$ cat config.mk
export PLATFORM = sky130hd
export DESIGN_NAME = program_image_to_text_stream
export DESIGN_NICKNAME = d
export VERILOG_FILES = /design/src/sv/pitts_pkg.sv /design/src/sv/pitts_bcd_conv.sv /design/src/sv/program_image_to_text_stream.sv
export SDC_FILE = /design/constraint.sdc
export NUM_CORES = 1
export LEC_CHECK = 0
export BUFFER_PORTS_ARGS = -buffer_cell sky130_fd_sc_hd__buf_4
export CAP_MARGIN = 15
export CORE_UTILIZATION = 35
export DETAILED_ROUTE_END_ITERATION = 6
export SLEW_MARGIN = 20
export SYNTH_ARGS = -nofsm -noshare
export SYNTH_HDL_FRONTEND = slang
export SYNTH_HIERARCHICAL = 1
export SYNTH_SLANG_ARGS = --single-unit
$ cat constraint.sdc
create_clock -name clk -period 7.4 [get_ports clk]
set_input_delay 0.37 -clock clk [delete_from_list [all_inputs] [get_ports clk]]
set_output_delay 0.37 -clock clk [all_outputs]
set_load 0.02 [all_outputs]
$ cat src/sv/pitts_pkg.sv
// shared types and constants for the program image to text stream block
// no dependencies; used by pitts_bcd_conv and program_image_to_text_stream
`default_nettype none
package pitts_pkg;

	localparam int LINE_W     = 16;
	localparam int BCD_DIGITS = 5;
	localparam int BCD_W      = 4 * BCD_DIGITS;
	localparam int COUNT_W    = 9;

	// header byte position codes
	localparam logic [1:0] HDR_LOW  = 2'd0;
	localparam logic [1:0] HDR_HIGH = 2'd1;
	localparam logic [1:0] HDR_LEN  = 2'd2;
	localparam logic [1:0] HDR_TEXT = 2'd3;

	localparam logic [7:0] CHAR_SPACE = 8'h20;
	localparam logic [7:0] CHAR_CR    = 8'h0D;
	localparam logic [7:0] CHAR_LF    = 8'h0A;
	localparam logic [7:0] CHAR_ZERO  = 8'h30;

	typedef enum logic [2:0] {
		ST_IDLE,
		ST_CONV,
		ST_DIGIT,
		ST_SPACE,
		ST_TEXT,
		ST_CR,
		ST_LF
	} state_t;

	typedef struct packed {
		logic busy;
		logic done;
	} bcd_status_t;

	// double dabble correction of one bcd digit
	function automatic logic [3:0] add3(input logic [3:0] d);
		return (d >= 4'd5) ? 4'(d + 4'd3) : d;
	endfunction

endpackage
`default_nettype wire

$ cat src/sv/pitts_bcd_conv.sv
// bit-serial binary to bcd converter (shift and add-3), one bit per cycle
// depends on pitts_pkg
`default_nettype none
module pitts_bcd_conv (
	input  wire logic                            clk,
	input  wire logic                            arst_n,
	input  wire logic                            start,
	input  wire logic [pitts_pkg::LINE_W-1:0]    value,
	output pitts_pkg::bcd_status_t               status,
	output logic      [pitts_pkg::BCD_W-1:0]     digits
);

	localparam int CNT_W = $clog2(pitts_pkg::LINE_W);
	localparam logic [CNT_W-1:0] CNT_LAST = CNT_W'(pitts_pkg::LINE_W - 1);

	logic [pitts_pkg::LINE_W-1:0] bin_q;
	logic [pitts_pkg::BCD_W-1:0]  bcd_q;
	logic [pitts_pkg::BCD_W-1:0]  adj;
	logic [CNT_W-1:0]             cnt_q;
	logic                         busy_q;
	logic                         done_q;

	always_comb begin
		for (int i = 0; i < pitts_pkg::BCD_DIGITS; i++) begin
			adj[4*i +: 4] = pitts_pkg::add3(bcd_q[4*i +: 4]);
		end
	end

	always_ff @(posedge clk or negedge arst_n) begin
		if (!arst_n) begin
			busy_q <= 1'b0;
			done_q <= 1'b0;
			cnt_q  <= '0;
		end else begin
			done_q <= busy_q && (cnt_q == CNT_LAST);
			if (start) begin
				busy_q <= 1'b1;
				cnt_q  <= '0;
			end else if (busy_q) begin
				cnt_q <= cnt_q + 1'b1;
				if (cnt_q == CNT_LAST) begin
					busy_q <= 1'b0;
				end
			end
		end
	end

	always_ff @(posedge clk) begin
		if (start) begin
			bin_q <= value;
			bcd_q <= '0;
		end else if (busy_q) begin
			bin_q <= {bin_q[pitts_pkg::LINE_W-2:0], 1'b0};
			bcd_q <= {adj[pitts_pkg::BCD_W-2:0], bin_q[pitts_pkg::LINE_W-1]};
		end
	end

	assign status.busy = busy_q;
	assign status.done = done_q;
	assign digits      = bcd_q;

endmodule
`default_nettype wire

$ cat src/sv/program_image_to_text_stream.sv
// top level: program image bytes in, listing characters out
// depends on pitts_pkg and pitts_bcd_conv
`default_nettype none
// usage:
//   input channel: data_byte and start_of_file with in_valid / in_stall; an
//   item is taken on a clock edge with in_valid high and in_stall low.
//   output channel: out_char and last with out_valid / out_stall; last marks
//   the final character caused by one input item.
//   header bytes one and two are silent and leave the block idle, as does a
//   length byte with line number zero and any byte after the end of program.
//   a length byte starts a bit-serial decimal conversion of the line number:
//   all 16 bits are shifted in, the done flag is awaited, then the five digit
//   positions are stepped through (leading zeros give no output), then the
//   space is emitted and the block returns to idle.
//   a nonzero text byte goes to the text state, which puts its character into
//   the output register; closing the record adds the CR and LF states after it.
//   a dropped zero byte keeps the block idle unless it closes its record.
//   in_stall is high while a character sequence is being produced; the next
//   item is taken while the last character still sits in the output register.
//   a stalled receiver holds the output register and the block waits.
//   reset clears all record state and output valid; start_of_file clears the
//   record and end state before its byte is taken.
module program_image_to_text_stream (
	input  wire logic       clk,
	input  wire logic       arst_n,
	input  wire logic       in_valid,
	output logic            in_stall,
	input  wire logic [7:0] data_byte,
	input  wire logic       start_of_file,
	output logic            out_valid,
	input  wire logic       out_stall,
	output logic [7:0]      out_char,
	output logic            last
);

	localparam int DCNT_W = $clog2(pitts_pkg::BCD_DIGITS);
	localparam logic [DCNT_W-1:0] DIGIT_LAST = DCNT_W'(pitts_pkg::BCD_DIGITS - 1);

	pitts_pkg::state_t state_q, state_d;

	// record state
	logic [1:0]                      hdr_q;
	logic [7:0]                      low_q;
	logic [7:0]                      high_q;
	logic [pitts_pkg::COUNT_W-1:0]   target_q;
	logic [pitts_pkg::COUNT_W-1:0]   done_q;
	logic                            ended_q;

	// pending text byte and whether it closes its record
	logic [7:0] text_q;
	logic       close_q;

	// digit shift register, most significant digit on top
	logic [pitts_pkg::BCD_W-1:0] dig_q;
	logic [DCNT_W-1:0]           dcnt_q;
	logic                        seen_q;

	// output register
	logic       out_valid_q;
	logic [7:0] out_char_q;
	logic       last_q;

	pitts_pkg::bcd_status_t      bcd_status;
	logic [pitts_pkg::BCD_W-1:0] bcd_digits;

	logic                          accept;
	logic                          ended_eff;
	logic [1:0]                    hdr_eff;
	logic [pitts_pkg::COUNT_W-1:0] done_inc;
	logic                          close_now;
	logic                          conv_start;
	logic                          dig_shift;
	logic                          out_ok;
	logic                          emit;
	logic [7:0]                    emit_char;
	logic                          emit_last;
	logic [3:0]                    top_nib;

	pitts_bcd_conv u_bcd (
		.clk    (clk),
		.arst_n (arst_n),
		.start  (conv_start),
		.value  ({high_q, low_q}),
		.status (bcd_status),
		.digits (bcd_digits)
	);

	assign in_stall  = (state_q != pitts_pkg::ST_IDLE);
	assign accept    = in_valid && !in_stall;
	assign ended_eff = ended_q && !start_of_file;
	assign hdr_eff   = start_of_file ? pitts_pkg::HDR_LOW : hdr_q;
	assign done_inc  = done_q + 1'b1;
	assign close_now = (done_inc >= target_q);
	assign out_ok    = !out_valid_q || !out_stall;
	assign top_nib   = dig_q[pitts_pkg::BCD_W-1 -: 4];

	always_comb begin
		state_d    = state_q;
		conv_start = 1'b0;
		dig_shift  = 1'b0;
		emit       = 1'b0;
		emit_char  = pitts_pkg::CHAR_SPACE;
		emit_last  = 1'b0;
		unique case (state_q)
			pitts_pkg::ST_IDLE: begin
				if (accept && !ended_eff) begin
					if (hdr_eff == pitts_pkg::HDR_LEN) begin
						// zero line number ends the program silently
						if ({high_q, low_q} != '0) begin
							conv_start = 1'b1;
							state_d    = pitts_pkg::ST_CONV;
						end
					end else if (hdr_eff == pitts_pkg::HDR_TEXT) begin
						if (data_byte != 8'd0) begin
							state_d = pitts_pkg::ST_TEXT;
						end else if (close_now) begin
							state_d = pitts_pkg::ST_CR;
						end
					end
				end
			end
			pitts_pkg::ST_CONV: begin
				if (bcd_status.done) begin
					state_d = pitts_pkg::ST_DIGIT;
				end
			end
			pitts_pkg::ST_DIGIT: begin
				if (top_nib == 4'd0 && !seen_q) begin
					// leading zero: skip without output
					dig_shift = 1'b1;
					if (dcnt_q == DIGIT_LAST) begin
						state_d = pitts_pkg::ST_SPACE;
					end
				end else if (out_ok) begin
					emit      = 1'b1;
					emit_char = pitts_pkg::CHAR_ZERO | {4'd0, top_nib};
					dig_shift = 1'b1;
					if (dcnt_q == DIGIT_LAST) begin
						state_d = pitts_pkg::ST_SPACE;
					end
				end
			end
			pitts_pkg::ST_SPACE: begin
				if (out_ok) begin
					emit      = 1'b1;
					emit_char = pitts_pkg::CHAR_SPACE;
					emit_last = 1'b1;
					state_d   = pitts_pkg::ST_IDLE;
				end
			end
			pitts_pkg::ST_TEXT: begin
				if (out_ok) begin
					emit      = 1'b1;
					emit_char = text_q;
					emit_last = !close_q;
					state_d   = close_q ? pitts_pkg::ST_CR : pitts_pkg::ST_IDLE;
				end
			end
			pitts_pkg::ST_CR: begin
				if (out_ok) begin
					emit      = 1'b1;
					emit_char = pitts_pkg::CHAR_CR;
					state_d   = pitts_pkg::ST_LF;
				end
			end
			pitts_pkg::ST_LF: begin
				if (out_ok) begin
					emit      = 1'b1;
					emit_char = pitts_pkg::CHAR_LF;
					emit_last = 1'b1;
					state_d   = pitts_pkg::ST_IDLE;
				end
			end
			default: begin
				state_d = pitts_pkg::ST_IDLE;
			end
		endcase
	end

	always_ff @(posedge clk or negedge arst_n) begin
		if (!arst_n) begin
			state_q <= pitts_pkg::ST_IDLE;
		end else begin
			state_q <= state_d;
		end
	end

	// record state: start flag clears first, then the byte is taken
	always_ff @(posedge clk or negedge arst_n) begin
		if (!arst_n) begin
			hdr_q    <= pitts_pkg::HDR_LOW;
			low_q    <= '0;
			high_q   <= '0;
			target_q <= '0;
			done_q   <= '0;
			ended_q  <= 1'b0;
		end else if (accept) begin
			if (start_of_file) begin
				// cleared record, the byte is the first header byte
				hdr_q    <= pitts_pkg::HDR_HIGH;
				low_q    <= data_byte;
				high_q   <= '0;
				target_q <= '0;
				done_q   <= '0;
				ended_q  <= 1'b0;
			end else if (!ended_eff) begin
				unique case (hdr_eff)
					pitts_pkg::HDR_LOW: begin
						low_q <= data_byte;
						hdr_q <= pitts_pkg::HDR_HIGH;
					end
					pitts_pkg::HDR_HIGH: begin
						high_q <= data_byte;
						hdr_q  <= pitts_pkg::HDR_LEN;
					end
					pitts_pkg::HDR_LEN: begin
						target_q <= {1'b0, data_byte} + 1'b1;
						done_q   <= '0;
						hdr_q    <= pitts_pkg::HDR_TEXT;
						if ({high_q, low_q} == '0) begin
							ended_q <= 1'b1;
						end
					end
					pitts_pkg::HDR_TEXT: begin
						done_q <= done_inc;
						if (close_now) begin
							hdr_q <= pitts_pkg::HDR_LOW;
						end
					end
					default: begin
						hdr_q <= pitts_pkg::HDR_LOW;
					end
				endcase
			end
		end
	end

	// pending text byte
	always_ff @(posedge clk) begin
		if (accept) begin
			text_q  <= data_byte;
			close_q <= close_now;
		end
	end

	// digit shifter, loaded when the conversion finishes
	always_ff @(posedge clk or negedge arst_n) begin
		if (!arst_n) begin
			dcnt_q <= '0;
			seen_q <= 1'b0;
		end else if (bcd_status.done) begin
			dcnt_q <= '0;
			seen_q <= 1'b0;
		end else if (dig_shift) begin
			dcnt_q <= dcnt_q + 1'b1;
			if (emit) begin
				seen_q <= 1'b1;
			end
		end
	end

	always_ff @(posedge clk) begin
		if (bcd_status.done) begin
			dig_q <= bcd_digits;
		end else if (dig_shift) begin
			dig_q <= {dig_q[pitts_pkg::BCD_W-5:0], 4'd0};
		end
	end

	// output register
	always_ff @(posedge clk or negedge arst_n) begin
		if (!arst_n) begin
			out_valid_q <= 1'b0;
		end else if (out_ok) begin
			out_valid_q <= emit;
		end
	end

	always_ff @(posedge clk) begin
		if (out_ok && emit) begin
			out_char_q <= emit_char;
			last_q     <= emit_last;
		end
	end

	assign out_valid = out_valid_q;
	assign out_char  = out_char_q;
	assign last      = last_q;

endmodule
`default_nettype wire

Yosys cells after proc, flatten, opt, wreduce, memory -nomap -nowiden
Cells that the tools add are included.

word-level totals
  bits in registers = 125
  output and inout port bits = 11
  word-level logic and storage cells = 168

operators by class
  $add $sub $neg = 9
  $lt $le $gt $ge = 6
  equality and inequality tests = 22
  muxes and demuxes = 72
  reductions and logical operators = 39

operator list
  operator                                                           count
  two-way mux 8 bit                                                  7
  two-way mux 3 bit                                                  17
  two-way mux 9 bit                                                  5
  two-way mux 20 bit                                                 2
  two-way mux 16 bit                                                 2
  case mux 8 bit (4 select lines)                                    1
  two-way mux 4 bit                                                  6
  greater-or-equal comparator 4 x 3 -> 1 bit, second input constant  5
  two-way mux 1 bit                                                  19
  case mux 3 bit (6 select lines)                                    1
  case mux 9 bit (2 select lines)                                    1
  adder 4 x 2 -> 4 bit, second input constant                        4
  logical NOT 16 bit                                                 1
  nonzero test 16 bit                                                1
  AND reduction 3 bit                                                5
  nonzero test 2 bit                                                 7
  == test 3 bit, second input constant                               4
  two-way mux 6 bit                                                  2
  != test 3 bit, second input constant                               4
  two-way mux 5 bit                                                  2
  adder 8 x 1 -> 9 bit, second input constant                        1
  adder 9 x 1 -> 9 bit, second input constant                        1
  greater-or-equal comparator 9 bit                                  1
  AND reduction 9 bit                                                1
  other kinds (26)                                                   48

Logic depth before layout (Yosys ltp)
Gate-level depths: netlist (run 1).

  word-level depth = 8
  depth in mapped cells = 12
  gate-level depth less buffers = 12

Modules after synthesis
The synthesis (run 1) kept the hierarchy.

by module, submodules not included
  module                        times used  cells an instance  area each (um^2)  sequential area each (um^2)
  program_image_to_text_stream  1           387                4201.5            2267.2
  pitts_bcd_conv                1           206                2148.3            1031.0

Worst setup path before layout (run 1)
Ideal clock, no wire load.

  path type = reg2reg
  start = register, netlist name done_q[0]
  end = register state_q[0]
  arrival time = 2.763 ns
  path slack = 4.512 ns
  cell stages (with the launch flop) = 12
  path buffers = 0
  period minus slack after synthesis = 2.888 ns
  path through = dfrtp_1 -> ha_1 -> and3_1 -> and3_1 -> nand3_1 -> xnor2_1 -> ha_1 -> and3_1 -> a221oi_1 -> and3_1 -> a31o_1 -> mux2_4

RTL lines
  what                  RTL line                             text
  to (signal assigned)  program_image_to_text_stream.sv:182  state_q <= pitts_pkg::ST_IDLE;
  to (signal assigned)  program_image_to_text_stream.sv:184  state_q <= state_d;
  to (decl)             program_image_to_text_stream.sv:39   pitts_pkg::state_t state_q, state_d;

==> results of run 1 <==
## worst register-to-register path, stage by stage (launching register included)
cell      delay (ps)
dfrtp_1          410
ha_1             270
and3_1           200
and3_1           250
nand3_1          120
xnor2_1          210
ha_1             280
and3_1           200
a221oi_1         420
and3_1           260
a31o_1           180
mux2_4           300
## placed cells by master (no fill, tap or decap), types with 4 or more instances in the layout
| cell | instances |
|---|---|
| and2_1 | 8 |
| o21ai_0 | 36 |
| clkinv_2 | 7 |
| nand2_1 | 55 |
| buf_4 | 25 |
| a22oi_1 | 13 |
| edfxtp_1 | 54 |
| xor2_1 | 10 |
| or3_1 | 5 |
| dfrtp_1 | 51 |
| nor2_1 | 36 |
| and3_1 | 12 |
| o21ai_1 | 5 |
| clkbuf_16 | 17 |
| xnor2_1 | 9 |
| a21o_1 | 5 |
| mux2_2 | 37 |
| o21ai_2 | 5 |
| a311oi_2 | 4 |
| nand2b_1 | 10 |
| a21oi_1 | 20 |
| inv_1 | 40 |
| dfxtp_1 | 20 |
| nand4_1 | 5 |
| o31ai_1 | 9 |
| o22ai_1 | 7 |
| nor4_1 | 5 |
| nor3_1 | 9 |
| o22a_1 | 4 |
| ha_1 | 29 |
| nand3_1 | 18 |
## metal layers
layer	vias up	share of wire	wire (um)	global-route usage
li1	2176	-	-	-
met1	2140	0.48	6230	0.203
met3	15	0.039	503	0.0393
met2	95	0.47	6060	0.235
met4	0	0.016	204	0.0611
met5	-	0	0	0
## cell type report
type,instances,area [um2]
clock buffer,22,464
clock inverter,10,72.6
fill,1612,10200
inverter,43,161
multi-input combinational,397,2770
sequential,125,3300
tap,225,282
timing repair buffer,25,188
## per-stage QoR
stage	cell area [um2]	power, mW	util	setup WS, ps	instances
after global placement	6700	2.03	0.383	4330	815
after floorplan	6340	1.84	-	4510	592
after CTS	7230	2.85	0.414	4210	847
after detailed placement	6700	2.08	0.383	4220	815
after global routing	7230	3.03	0.414	3920	847
final	7230	2.84	0.414	4200	847
## report_power, final
part	total [mW]	switching (mW)	internal, mW	leakage, nW
Sequential	1.21	0.208	0.998	1.28
Combinational	0.871	0.488	0.383	1.45
Clock	0.758	0.287	0.472	0.272
## registers in the layout, summed over array words and instances, names as in the netlist
| name | flops |
|---|---|
| high_q | 8 |
| low_q | 8 |
| state_q | 3 |
| out_char | 8 |
| u_bcd/bin_q | 16 |
| seen_q | 1 |
| u_bcd/cnt_q | 4 |
| done_q | 9 |
| ended_q | 1 |
| dig_q | 20 |
| out_valid | 1 |
| last | 1 |
| u_bcd/busy_q | 1 |
| close_q | 1 |
| u_bcd/digits | 20 |
| hdr_q | 2 |
| target_q | 9 |
| dcnt_q | 3 |
| u_bcd/done_q | 1 |
| text_q | 8 |
## worst max-delay path by stage
| stage | cells past startpoint | start | slack, ps | end |
|---|---|---|---|---|
| finish | 11 | done_q[0] | 4200 | state_q[0] |
| global route | 5 | state_q[0] | 3920 | u_bcd/bin_q[9] |
| CTS | 11 | done_q[0] | 4210 | state_q[0] |
| detailed placement | 11 | done_q[0] | 4220 | state_q[0] |
| global placement | 11 | done_q[0] | 4330 | state_q[0] |
| floorplan | 11 | done_q[0] | 4510 | state_q[0] |
==> reports/metrics.yaml, run 1 <==
outcome: "finished, violations left"
violations: "hold timing"
portBuffers: 23
cts_setup_buffers: 0
cts_tree: "done"
regToRegSetupSlack_ps: 4200
synth_area_per_cell_um2: 10.7
clkLatencyLatePin_ps: 420
final_nets: 651
period_minus_slack_ps: 3200
track_usage: 0.152
dieArea_um2: 18700
cap_violations: 0
dr.pass1.iters: 6
worstMarginPinSlew_ps: 968
rsz0062_at_grt: "false"
clk_pin_slew_ps: 60
cp_top_family: "simple AND/OR/NAND/NOR gates"
slew-limit-headroom: 0.355
finalMaxSlewViolations: 0
cp-start-kind: "register"
skew_ps: 9.40
synthToLayoutAreaGrowth_pct: 14.0
critical_path_buf_inv_count: 0
root_buffer: "clkbuf_16"
crit_arrival_ps: 3500
powerDensity_nw_per_um2: 392
wl_per_cell_um: 15.4
worstSetupEndpointType: "register"
cts.repair.resized: 0
numCtsBuffers: 17
ir_worst_vdd_uv: 197
drive_gt1_frac: 0.177
fmax_mhz: 312
netlist_area_um2: 6340
whs_ps: -0.558
first_iter_violations: 272
gp_congestion: 0.767
htree_num_levels: 4
slowest_delay_ps: 420
rows: 48
post-route-period-util: 0.433
crit_chain: "ha_1 -> and3_1 -> and3_1 -> nand3_1 -> xnor2_1 -> ha_1 -> and3_1 -> a221oi_1 -> and3_1 -> a31o_1 -> mux2_4"
cts.sinks: 125
globalRoute.totalOverflow: 0
r2r-end: "state_q[0]"
antenna_found_initial: 0
setup_tns_ps: 0
syn_inst: 592
holdBufCountCts: 0
dpl.hpwl_mm: 8.81
crit_fanout: 6
drtAntennaViolNets: 0
hold_class: "primary input to asynchronous set/reset pin"
rr_worst_depth: 11
grt_pass1_wl_mm: 21.9
clock_path_buffers: 2
hold_viol: 1
grt_max_degree: 52
p_leak_nw: 3.01
dieHeight_um: 137
setup_violations: 0
cp.required_ps: 7690
cp_common_cell: "and3_1"
vias_per_cell: 5.23
ios: 24
r2r_start: "done_q[0]"
die_width_um: 137
core_um2: 17500
antennaDiodeCount: 0
drc_errors: 0
syn_nets: 634
grt_pass1_vias: 4346
yosys_warnings: 6
crit_type: "register to register"
crit_slowest_cell: "a221oi_1"
initial_core_util: 0.363
drt-total-wl_mm: 13.0
num_vias: 4426
No activity file was read; power rests on OpenSTA's default activity.
==> run 2: changes to the inputs <==
Settings changed: ABC_AREA set to 1.
Clock period 7.4 ns to 2.75 ns, I/O delays scaled along.
==> run 2 against run 1 <==
Effect of this change:
- the flow now finishes without violations
- via count grew 7.1%
- non-clock buffer count up 14
- clock power grew to 3.0 times the previous value
- first-iteration DRC count is 29% higher
- sequential cell count unchanged
==> reports/metrics.yaml, run 2 <==
outcome: "completed"
p_leak_nw: 3.55  # +18%
synthToLayoutAreaGrowth_pct: 17.3
slew-limit-headroom: 0.504  # +0.149
clk_pin_slew_ps: 50  # about the same
drc_errors: 0  # unchanged
drive_gt1_frac: 0.114  # -0.0630
core_um2: 17500  # +0.34%
die_width_um: 137  # +0.12%
vias_per_cell: 4.63  # -11%
synth_area_per_cell_um2: 8.53  # -20%
crit_fanout: 5  # -1
initial_core_util: 0.363  # -0.000387
worstSetupEndpointType: "register"
post-route-period-util: 0.842  # +0.409
rows: 48  # unchanged
portBuffers: 23  # unchanged
skew_ps: 4.87  # -4.53 ps
hold_class: "primary input to register"
clkLatencyLatePin_ps: 410  # about the same
syn_nets: 787  # +24%
rsz0062_at_grt: "false"
setup_violations: 0  # unchanged
fin_cells: 1024  # +21%
finalCoreUtilization: 0.425  # +0.0114
cts_tree: "done"
root_buffer: "clkbuf_16"
antennaDiodeCount: 0  # unchanged
cts.sinks: 125  # unchanged
syn_inst: 745  # +26%
cp-start-kind: "register"
gp_congestion: 0.787  # +2.6%
yosys_warnings: 6  # unchanged
min_path_cells: 3
wl_per_cell_um: 12.4  # -19%
fin_area_um2: 7460  # +3.1%
drt-total-wl_mm: 12.7  # -2.5%
dpl.hpwl_mm: 8.97  # +1.8%
first_iter_violations: 350  # +29%
antenna_found_initial: 0  # unchanged
htree_num_levels: 4  # unchanged
dieHeight_um: 137  # +0.12%
netlist_area_um2: 6360  # +0.24%
worstMarginPinSlew_ps: 739  # -229 ps
rr_worst_depth: 15  # +4
grt_pass1_vias: 4410  # +1.5%
grt_pass1_wl_mm: 21.4  # -2.0%
dpl-instance-area_um2: 6750  # +0.82%
dieArea_um2: 18700  # +0.23%
crit_arrival_ps: 2610  # -890 ps
dr.pass1.iters: 4  # -2
period_minus_slack_ps: 2310  # -890 ps
final_common_cell: "nand2_1"
cts.repair.resized: 0  # unchanged
numCtsBuffers: 17  # unchanged
holdBufCountCts: 9  # +9
track_usage: 0.150  # -0.00233
dpl.cell_count: 983  # +21%
finalMaxSlewViolations: 0  # unchanged
grt_max_degree: 52  # unchanged
cts_setup_buffers: 0  # unchanged
num_vias: 4740  # +7.1%
layout_common_cells: "261 x nand2_1, 82 x inv_1, 65 x nand3_1"
crit_type: "register to register"
drtAntennaViolNets: 0  # unchanged
globalRoute.totalOverflow: 0  # unchanged
clock_path_buffers: 2  # unchanged
cap_violations: 0  # unchanged
ir_worst_vdd_uv: 450  # +130%
fillers: 1735  # +7.6%
fmax_mhz: 432  # +38%
hold_viol: 0  # -1
powerDensity_nw_per_um2: 992  # +150%
final_nets: 828  # +27%
setup_tns_ps: 0  # unchanged
ios: 24  # unchanged
cp.required_ps: 3050  # -4640 ps
## run 2: path summary, 6_finish.rpt
kind                            slack, ps       startpoint              end
worst max-delay path                  440        done_q[0]       state_q[2]
worst min-delay path                   80    start_of_file         hdr_q[1]
worst max register to register        440        done_q[0]       state_q[2]
worst min register to register        460  u_bcd/bin_q[15]  u_bcd/digits[0]
max in group asynchronous            1990           arst_n        high_q[3]
min in group asynchronous             310           arst_n        done_q[8]
## run 2: report_power, final
group	total [mW]	internal, mW	switching, mW
clock	2.31	1.54	0.767
sequential	2.98	2.61	0.373
combinational	2.11	0.771	1.34
## run 2: stage by stage
stage / setup WS, ps / power [mW] / hold slack, ps
floorplan: 699 / 4.55 / -158
global placement: 527 / 5.09 / 231
detailed placement: 477 / 5.12 / 222
CTS: 438 / 7.48 / 58.3
global route: 157 / 7.93 / 84.7
finish: 436 / 7.40 / 77.2
## run 2: layout make-up
| cell class | count | area (um2) | area share |
|---|---|---|---|
| Sequential cell | 125 | 3300 | 0.442 |
| Multi-Input combinational cell | 513 | 2590 | 0.348 |
| Clock buffer | 25 | 507 | 0.0680 |
| Inverter | 90 | 338 | 0.0453 |
| Timing Repair Buffer | 39 | 328 | 0.0440 |
| Tap cell | 225 | 282 | 0.0378 |
| Clock inverter | 7 | 109 | 0.0146 |
## run 2: critical path: stages, from the launching register on
cell and delay (ps):
dfrtp_1 400, ha_1 200, nand2_1 90, nor2_1 150, nand3_1 130, nor2_1 110, nand2_1 50, nand2_1 80
inv_1 50, ha_1 290, nand2_1 70, o21a_1 230, nand3_2 130, nand3_2 100, nand2_1 70, nand2_1 50
## run 2: routing by layer
| layer | part of all wire | GRT usage |
|---|---|---|
| met5 | 0 | 0 |
| met4 | 0.013 | 0.0495 |
| met3 | 0.057 | 0.0459 |
| met2 | 0.45 | 0.220 |
| met1 | 0.48 | 0.209 |
==> run 3: changes to the inputs <==
Settings changed: ABC_AREA 1 to 0.
Clock period 2.75 ns to 2.1 ns, I/O delays scaled along.
==> run 3 against run 2 <==
Effect of this change:
- the flow now finishes with violations (setup timing)
- power is 44% higher
- critical path depth is 3 lower
- cell count is 13% lower
- die area is 0.23% lower
- setup slack worse by 1100 ps
- via count is 1.8% lower
- sequential share of layout area is 2.6 points lower
- maximum frequency is 17% lower
- non-clock buffer count is 35 higher
- global-route usage is 0.44 points higher
==> reports/metrics.yaml, run 3 (same netlist as run 1, synthesis figures left out) <==
outcome: "finished, violations left"
violations: "setup timing"
crit_chain: "ha_4 -> and3_4 -> and3_4 -> buf_4 -> xor2_1 -> ha_1 -> and3_4 -> and3b_1 -> a31oi_2 -> and3_4 -> a31o_1 -> mux2_4"
cp_top_family: "simple AND/OR/NAND/NOR gates"
cap_violations: 0  # unchanged
clk_pin_slew_ps: 60  # about the same
dieArea_um2: 18700  # -0.23%
setup_tns_ps: -2970  # -2970 ps
cp-start-kind: "register"
first_iter_violations: 345  # -1.4%
critical_path_buf_inv_count: 1  # unchanged
dpl.cell_count: 847  # -14%
slew-limit-headroom: 0.540  # +0.0363
root_buffer: "clkbuf_16"
fin_cells: 896  # -13%
antenna_found_initial: 0  # unchanged
synthToLayoutAreaGrowth_pct: 24.9
final_nets: 700  # -15%
num_vias: 4655  # -1.8%
rows: 48  # unchanged
initial_core_util: 0.363  # +0.000387
setup_violations: 5  # +5
worstSetupEndpointType: "register"
final_common_cell: "buf_4"
dpl-instance-area_um2: 7030  # +4.1%
grt_max_degree: 52  # unchanged
hold_viol: 0  # unchanged
drc_errors: 0  # unchanged
slowest_delay_ps: 430  # +30 ps
drt-total-wl_mm: 13.4  # +5.9%
crit_slowest_cell: "dfrtp_1"
top_layer: "met4"
dieHeight_um: 137  # -0.12%
grt_pass1_vias: 4519  # +2.5%
clock_path_buffers: 2  # unchanged
finalMaxSlewViolations: 0  # unchanged
worstMarginPinSlew_ps: 689  # -49.5 ps
portBuffers: 23  # unchanged
wl_met1_mm: 6.21  # +1.3%
worst_slack_ps: -705  # -1140 ps
whs_ps: 72.8  # -4.43 ps
track_usage: 0.154  # +0.00435
finalCoreUtilization: 0.453  # +0.0279
htree_num_levels: 4  # unchanged
die_width_um: 137  # -0.12%
core_um2: 17500  # -0.34%
wl_per_cell_um: 15.0  # +21%
p_leak_nw: 3.29  # -7.1%
crit_arrival_ps: 3110  # +500 ps
fillers: 1554  # -10%
cp_common_cell: "and3_4"
antennaDiodeCount: 0  # unchanged
ios: 24  # unchanged
cts_tree: "done"
powerDensity_nw_per_um2: 1340  # +35%
drtAntennaViolNets: 0  # unchanged
clkLatencyLatePin_ps: 420  # about the same
crit_type: "register to register"
crit_fanout: 4  # -1
dpl.hpwl_mm: 9.23  # +3.0%
grt_pass1_wl_mm: 22.2  # +3.4%
hold_class: "primary input to register"
drive_gt1_frac: 0.247  # +0.133
rsz0062_at_grt: "true"
fin_area_um2: 7920  # +6.2%
gp_congestion: 0.798  # +1.4%
dr.pass1.iters: 5  # +1
wl_met3_um: 591  # -18%
cts.sinks: 125  # unchanged
globalRoute.totalOverflow: 0  # unchanged
skew_ps: 8.71  # +3.83 ps
ir_worst_vdd_uv: 683  # +52%
fmax_mhz: 357  # -17%
numCtsBuffers: 17  # unchanged
wl_met2_mm: 6.35  # +12%
post-route-period-util: 1.34  # +0.494
vias_per_cell: 5.20  # +12%
period_minus_slack_ps: 2800  # +491 ps
cp.required_ps: 2400  # -650 ps
layout_common_cells: "59 x buf_4, 54 x nand2_1, 54 x edfxtp_1"
==> run 3: cell count changes in the layout (fill, tap and decap cells not counted), moves of 8 or more <==
cell,delta
mux2_2,+36
nand2_1,-207
buf_4,+30
nand3_1,-49
nand2b_1,+10
a22oi_1,+12
inv_1,-42
and2_1,+8
nor2_1,-13
==> run 3: worst reg2reg max path, delay by kind of cell, from the launching register on <==
kind	cells	cell delay, ps
AND/OR/NAND/NOR	5	930
buffers and inverters	1	130
XOR/XNOR	1	130
AO/OA/AOI/OAI	2	320
multiplexers	1	290
flip-flops	1	430
adder cells (fa/ha/maj)	2	450
==> run 3: stage by stage <==
step           power, mW  setup slack (ps)
2_1_floorplan       6.49              -660
3_3_place_gp        7.30              -732
3_5_place_dp        7.47              -807
4_1_cts             10.6              -687
5_1_grt             11.3              -825
6_report            10.6              -705
==> run 3: repair_timing <==
item | 4_1_cts | 5_1_grt
buffers inserted | 2 | 5
resized for setup | 8 | 16
setup endpoints to repair | 5 | 20
pin swaps | 5 | 6
endpoints found under the hold margin | 60 | 0
hold buffers | 10 | 0
cloned | 0 | 0
==> run 3: metal layers <==
| metal | vias to the layer above | track usage |
|---|---|---|
| li1 | 2276 | - |
| met1 | 2250 | 0.203 |
| met2 | 106 | 0.242 |
| met3 | 23 | 0.0311 |
| met4 | 0 | 0.0741 |
| met5 | - | 0 |
==> run 3: cell type report <==
type	instances	area, um2	area share
well taps	225	282	0.0356
repair buffers	74	626	0.0790
flip-flops and latches	125	3300	0.416
clock inverters	10	170	0.0215
clock buffers	22	444	0.0561
inverters	43	161	0.0204
multi-input cells	397	2940	0.371
==> run 3: path summary, 6_finish.rpt <==
check / from / endpoint / slack (ps) / depth (start not counted)
max: done_q[1] / state_q[0] / -700 / 12
min: start_of_file / target_q[6] / 70 / 2
max reg2reg: done_q[1] / state_q[0] / -700 / 12
min reg2reg: u_bcd/digits[19] / u_bcd/digits[19] / 470 / 2
max in group asynchronous: arst_n / target_q[2] / 1360 / 2
min in group asynchronous: arst_n / state_q[2] / 260 / 2
==> run 3: report_power, final <==
group / switching [mW] / leakage (nW) / internal, mW
combinational: 1.88 / 1.72 / 1.50
clock: 1.01 / 0.296 / 2.09
sequential: 0.639 / 1.28 / 3.51
total: 3.52 / 3.29 / 7.10
